`config.mk`:
```
export PLATFORM = sky130hd
export DESIGN_NAME = ttv_queue
export DESIGN_NICKNAME = d
export VERILOG_FILES = /design/src/sv/ttv_pkg.sv /design/src/sv/ttv_queue.sv
export SDC_FILE = /design/constraint.sdc
export NUM_CORES = 1
export LEC_CHECK = 0
export BUFFER_PORTS_ARGS = -buffer_cell sky130_fd_sc_hd__clkbuf_2
export CAP_MARGIN = 20
export CORE_ASPECT_RATIO = 2
export CORE_MARGIN = 1
export CORE_UTILIZATION = 31
export CTS_CLUSTER_SIZE = 16
export DETAILED_ROUTE_END_ITERATION = 10
export SKIP_CTS_REPAIR_TIMING = 1
export SLEW_MARGIN = 20
export SYNTH_ARGS = -nofsm -noshare
export SYNTH_HDL_FRONTEND = slang
export SYNTH_SLANG_ARGS = --single-unit
```
`constraint.sdc`:
```
create_clock -name clk -period 11.68 [get_ports clk]
set_input_delay 1.752 -clock clk [delete_from_list [all_inputs] [get_ports clk]]
set_output_delay 1.752 -clock clk [all_outputs]
set_load 0.005 [all_outputs]
```
`src/sv/ttv_pkg.sv`:
```
package ttv_pkg;

	localparam int COORD_WIDTH = 16;
	localparam int TEX_WIDTH = 16;

	// edge and texcoord deltas carry one bit of growth
	localparam int DIFF_W = ((COORD_WIDTH > TEX_WIDTH) ? COORD_WIDTH : TEX_WIDTH) + 1;
	localparam int PROD_W = 2 * DIFF_W;
	localparam int MAG_W = PROD_W + 1;
	localparam int A_W = 30;
	localparam int NORM_W = (MAG_W > A_W + 1) ? MAG_W : A_W + 1;
	localparam int SUM_W = 2 * A_W + 2;
	localparam int BIT_W = SUM_W - 1;
	localparam int ROOT_W = A_W + 1;
	localparam int FRAC = 14;
	localparam int Q_W = FRAC + 1;
	localparam int NUM_W = A_W + FRAC + 1;
	localparam int SH_W = $clog2(Q_W);
	localparam int OUT_W = 16;
	localparam int N_OPS = 7;
	localparam int K_W = $clog2(N_OPS);

	localparam int Q_DEPTH = 2;
	localparam int PTR_W = $clog2(Q_DEPTH);
	localparam int CNT_W = $clog2(Q_DEPTH + 1);

	typedef logic signed [DIFF_W-1:0] diff_t;

	typedef struct packed {
		diff_t [2:0] s0;
		diff_t [2:0] s1;
		diff_t du0;
		diff_t du1;
		diff_t dv0;
		diff_t dv1;
	} tri_t;

	typedef struct packed {
		logic full;
		logic empty;
	} qstat_t;

	typedef enum logic [1:0] {
		PH_V0,
		PH_V1,
		PH_V2
	} phase_t;

	typedef enum logic [2:0] {
		B_IDLE,
		B_MUL,
		B_NORM,
		B_SQ,
		B_SQRT,
		B_DLOAD,
		B_DIV,
		B_OUT
	} bstate_t;

	// product pairs: normal x, y, z, tangent x, y, z, uv determinant
	localparam logic [K_W-1:0] K_NX = K_W'(0);
	localparam logic [K_W-1:0] K_NY = K_W'(1);
	localparam logic [K_W-1:0] K_NZ = K_W'(2);
	localparam logic [K_W-1:0] K_TX = K_W'(3);
	localparam logic [K_W-1:0] K_TY = K_W'(4);
	localparam logic [K_W-1:0] K_TZ = K_W'(5);
	localparam logic [K_W-1:0] K_DET = K_W'(6);

endpackage

```
`src/sv/ttv_queue.sv`:
```
module ttv_queue import ttv_pkg::*; (
	input  logic clk,
	input  logic arst_n,
	input  logic push,
	input  tri_t wr_item,
	input  logic pop,
	output tri_t rd_item,
	output qstat_t qstat
);

	tri_t mem_q [Q_DEPTH];
	logic [PTR_W-1:0] wp_q, rp_q;
	logic [CNT_W-1:0] cnt_q;

	assign rd_item = mem_q[rp_q];
	assign qstat.full = (cnt_q == CNT_W'(Q_DEPTH));
	assign qstat.empty = (cnt_q == '0);

	always_ff @(posedge clk or negedge arst_n) begin
		if (!arst_n) begin
			wp_q <= '0;
			rp_q <= '0;
			cnt_q <= '0;
		end else begin
			if (push) wp_q <= wp_q + PTR_W'(1);
			if (pop) rp_q <= rp_q + PTR_W'(1);
			if (push && !pop) cnt_q <= cnt_q + CNT_W'(1);
			else if (pop && !push) cnt_q <= cnt_q - CNT_W'(1);
		end
	end

	always_ff @(posedge clk) begin
		if (push) mem_q[wp_q] <= wr_item;
	end

endmodule

```
==> flow_metrics.py <==
metrics = {
    "setup_path": {
        "crit_chain": "buf_4 > mux2_2 > clkbuf_2",
        "crit_fanout": 55,
        "arrival_ns": 3.05,
        "r2r_start": "wp_q",
        "cpMaxStageDelayCell": "dfrtp_4",
        "crit_type": "reg -> out",
        "cp-startpoint": "rp_q",
        "cpLargestDelayFamily": "flip-flops",
        "slowest_delay_ns": 1.02,
        "start_kind": "flip-flop",
        "end_kind": "primary output",
        "worstPathRequired_ns": 9.93,
        "critical_path_buf_inv_count": 2,
    },
    "sta": {
        "worstMarginPinSlew_ns": 1.06,
        "fmax_mhz": 208,
        "setup_viol": 0,
        "finalCritPeriodShare_pct": 41.1,
        "drv_slew": 0,
        "hold_viol": 0,
        "finalCriticalPeriod_ns": 4.80,
        "skew_ns": 0.00811,
        "grt_setup_unrepaired": "false",
        "max_slew_margin_pct": 29.1,
        "tns_ns": 0,
    },
    "detailed_routing": {
        "drt-total-wl_mm": 26.3,
        "first_iter_violations": 267,
        "drtPass1Iterations": 7,
        "routed-via-count": 6264,
        "wl_met2_mm": 15.0,
        "drcViolationCount": 2,
        "wl_per_cell_um": 17.9,
        "met1Wirelength_mm": 8.44,
        "wl_met3_mm": 1.94,
        "highest_layer": "met5",
        "routed_via_density": 4.25,
        "ant_nets": 0,
    },
    "logic_synthesis": {
        "synth_flop_cell": "edfxtp_1",
        "syn_area_um2": 12800,
        "synth_cell_types": 13,
        "yosysMostFrequentCell": "edfxtp_1",
        "synth_top_family_by_area": "multiplexers",
        "synth_simple_gate_area_share_pct": 0.205,
        "synth_area_leaders": "edfxtp_1, mux2_4, mux2_2, buf_6, dfrtp_1",
        "yosys_warnings": 0,
        "synth_top_area_share_pct": 79.7,
        "synthesis.nets": 720,
        "synth_seq_area_share_pct": 80.5,
        "yosysTopAreaCell": "edfxtp_1",
        "synthAdderAreaFrac_pct": 0.0977,
        "synthMuxAreaShare_pct": 17.6,
        "synth_common_cells": "edfxtp_1, mux2_4, mux2_2",
        "synth_xor_area_share_pct": 0.342,
        "syn_inst": 545,
        "synth_seq_cells": 344,
        "avgSynthCellArea_um2": 23.5,
        "synth_edf_count": 340,
        "async_reset_ff_share_pct": 1.16,
        "synth_compound_area_share_pct": 0,
    },
    "power_and_ir_drop": {
        "ir_worst_vdd_uv": 145,
        "power_density_nw_per_um2": 232,
        "p_leak_nw": 6.29,
    },
    "global_routing": {
        "grt_pass1_vias": 6572,
        "track_usage_pct": 11.9,
        "grt_antenna_before_repair": 11,
        "grt_pass1_wl_mm": 37.7,
        "grt_max_degree": 79,
        "grt_overflow_total": 0,
    },
    "floorplanning": {
        "die_w_um": 146,
        "dieArea_um2": 42200,
        "core-area_um2": 40900,
        "initial_utilization_pct": 31.4,
        "core.rowCount": 105,
        "die_y_um": 290,
        "top_level_ports": 346,
    },
    "placement": {
        "gp_congestion": 0.731,
        "dp_hpwl_mm": 17.8,
        "placed_area_um2": 15100,
        "portBuffers": 345,
    },
    "status": {
        "violations": "DRC",
        "status": "finished, violations left",
    },
    "clocking": {
        "root_buffer": "clkbuf_16",
        "clk_pin_slew_ns": 0.07,
        "htreeDepth": 1,
        "cts_sinks": 344,
        "numCtsBuffers": 30,
        "clock_path_buffers": 3,
        "cts_tree": "done",
        "clk_latency_ns": 0.56,
    },
    "cells_and_area": {
        "fin_area_um2": 16100,
        "drive_above_1_share_pct": 60.9,
        "fill_cells": 3727,
        "area_delta_synth_final_pct": 25.7,
        "finalNetCount": 1085,
        "fin_util_pct": 39.4,
    },
    "min_path": {
        "min_path_type": "reg -> reg",
        "hp-start": "cnt_q[1]",
    },
    "run": {
        "cap_violations": 0,
    },
}
==> sequential cells by signal, indices dropped and copies added, names as in the netlist <==
signal  flops
mem_q     340
wp_q        1
cnt_q       2
rp_q        1
==> stage by stage <==
step           hold slack [ns]  setup WS (ns)  instances  total power, W
2_1_floorplan            0.455           1.86        545         0.00246
3_3_place_gp             0.476           6.69       1412         0.00281
3_5_place_dp             0.479           6.69       1412         0.00283
4_1_cts                  0.495           6.62       1468         0.00381
5_1_grt                  0.520           6.70       1473         0.00392
6_report                 0.494           6.88       1473         0.00374
==> where the power goes <==
| part | switching (W) | internal [W] | total (W) |
|---|---|---|---|
| clock network | 0.000423 | 0.000545 | 0.000968 |
| registers | 0.0000962 | 0.00164 | 0.00173 |
| logic | 0.000484 | 0.000553 | 0.00104 |
==> final timing paths <==
check	to	slack, ns	cells past startpoint
worst max-delay path	rd_item[27]	6.88	3
min in group asynchronous	wp_q	0.99	1
worst min register to register	cnt_q[1]	0.49	1
worst max register to register	mem_q[0][2]	8.25	3
max in group asynchronous	rp_q	10.55	1
worst min-delay path	cnt_q[1]	0.49	1
==> cell families (layout without fill, tap and decap cells) <==
logic type | Yosys count | after routing
AND/OR/NAND/NOR | 5 | 5
flip-flops | 344 | 344
adder cells (fa/ha/maj) | 1 | 1
other | 0 | 4
buffers and inverters | 20 | 409
XOR/XNOR | 5 | 5
multiplexers | 170 | 170
==> area by class of cell <==
class / count / area (um^2) / share of cell area (%)
flip-flops and latches: 344 / 10300 / 64.0
multi-input cells: 181 / 2340 / 14.6
repair buffers: 352 / 1800 / 11.2
clock buffers: 42 / 837 / 5.20
well taps: 535 / 669 / 4.16
clock inverters: 14 / 126 / 0.785
diodes: 4 / 10.0 / 0.0621
inverters: 1 / 3.75 / 0.0233
==> cells in the final DEF (no fill, tap or decap), drive strengths merged, types with 2 or more instances in the layout <==
cell type,instances
clkbuf,387
bufinv,2
xor2,4
mux2,170
clkinv,10
inv,2
edfxtp,340
nor2b,2
buf,7
dfrtp,4
nor2,2
diode,4
==> metal layers <==
metal	vias up	GRT usage, %
met4	14	5.89
met3	63	3.64
met2	231	23.0
met1	3054	11.1
li1	2902	-
met5	-	0
(Power assumes the default switching activity.)
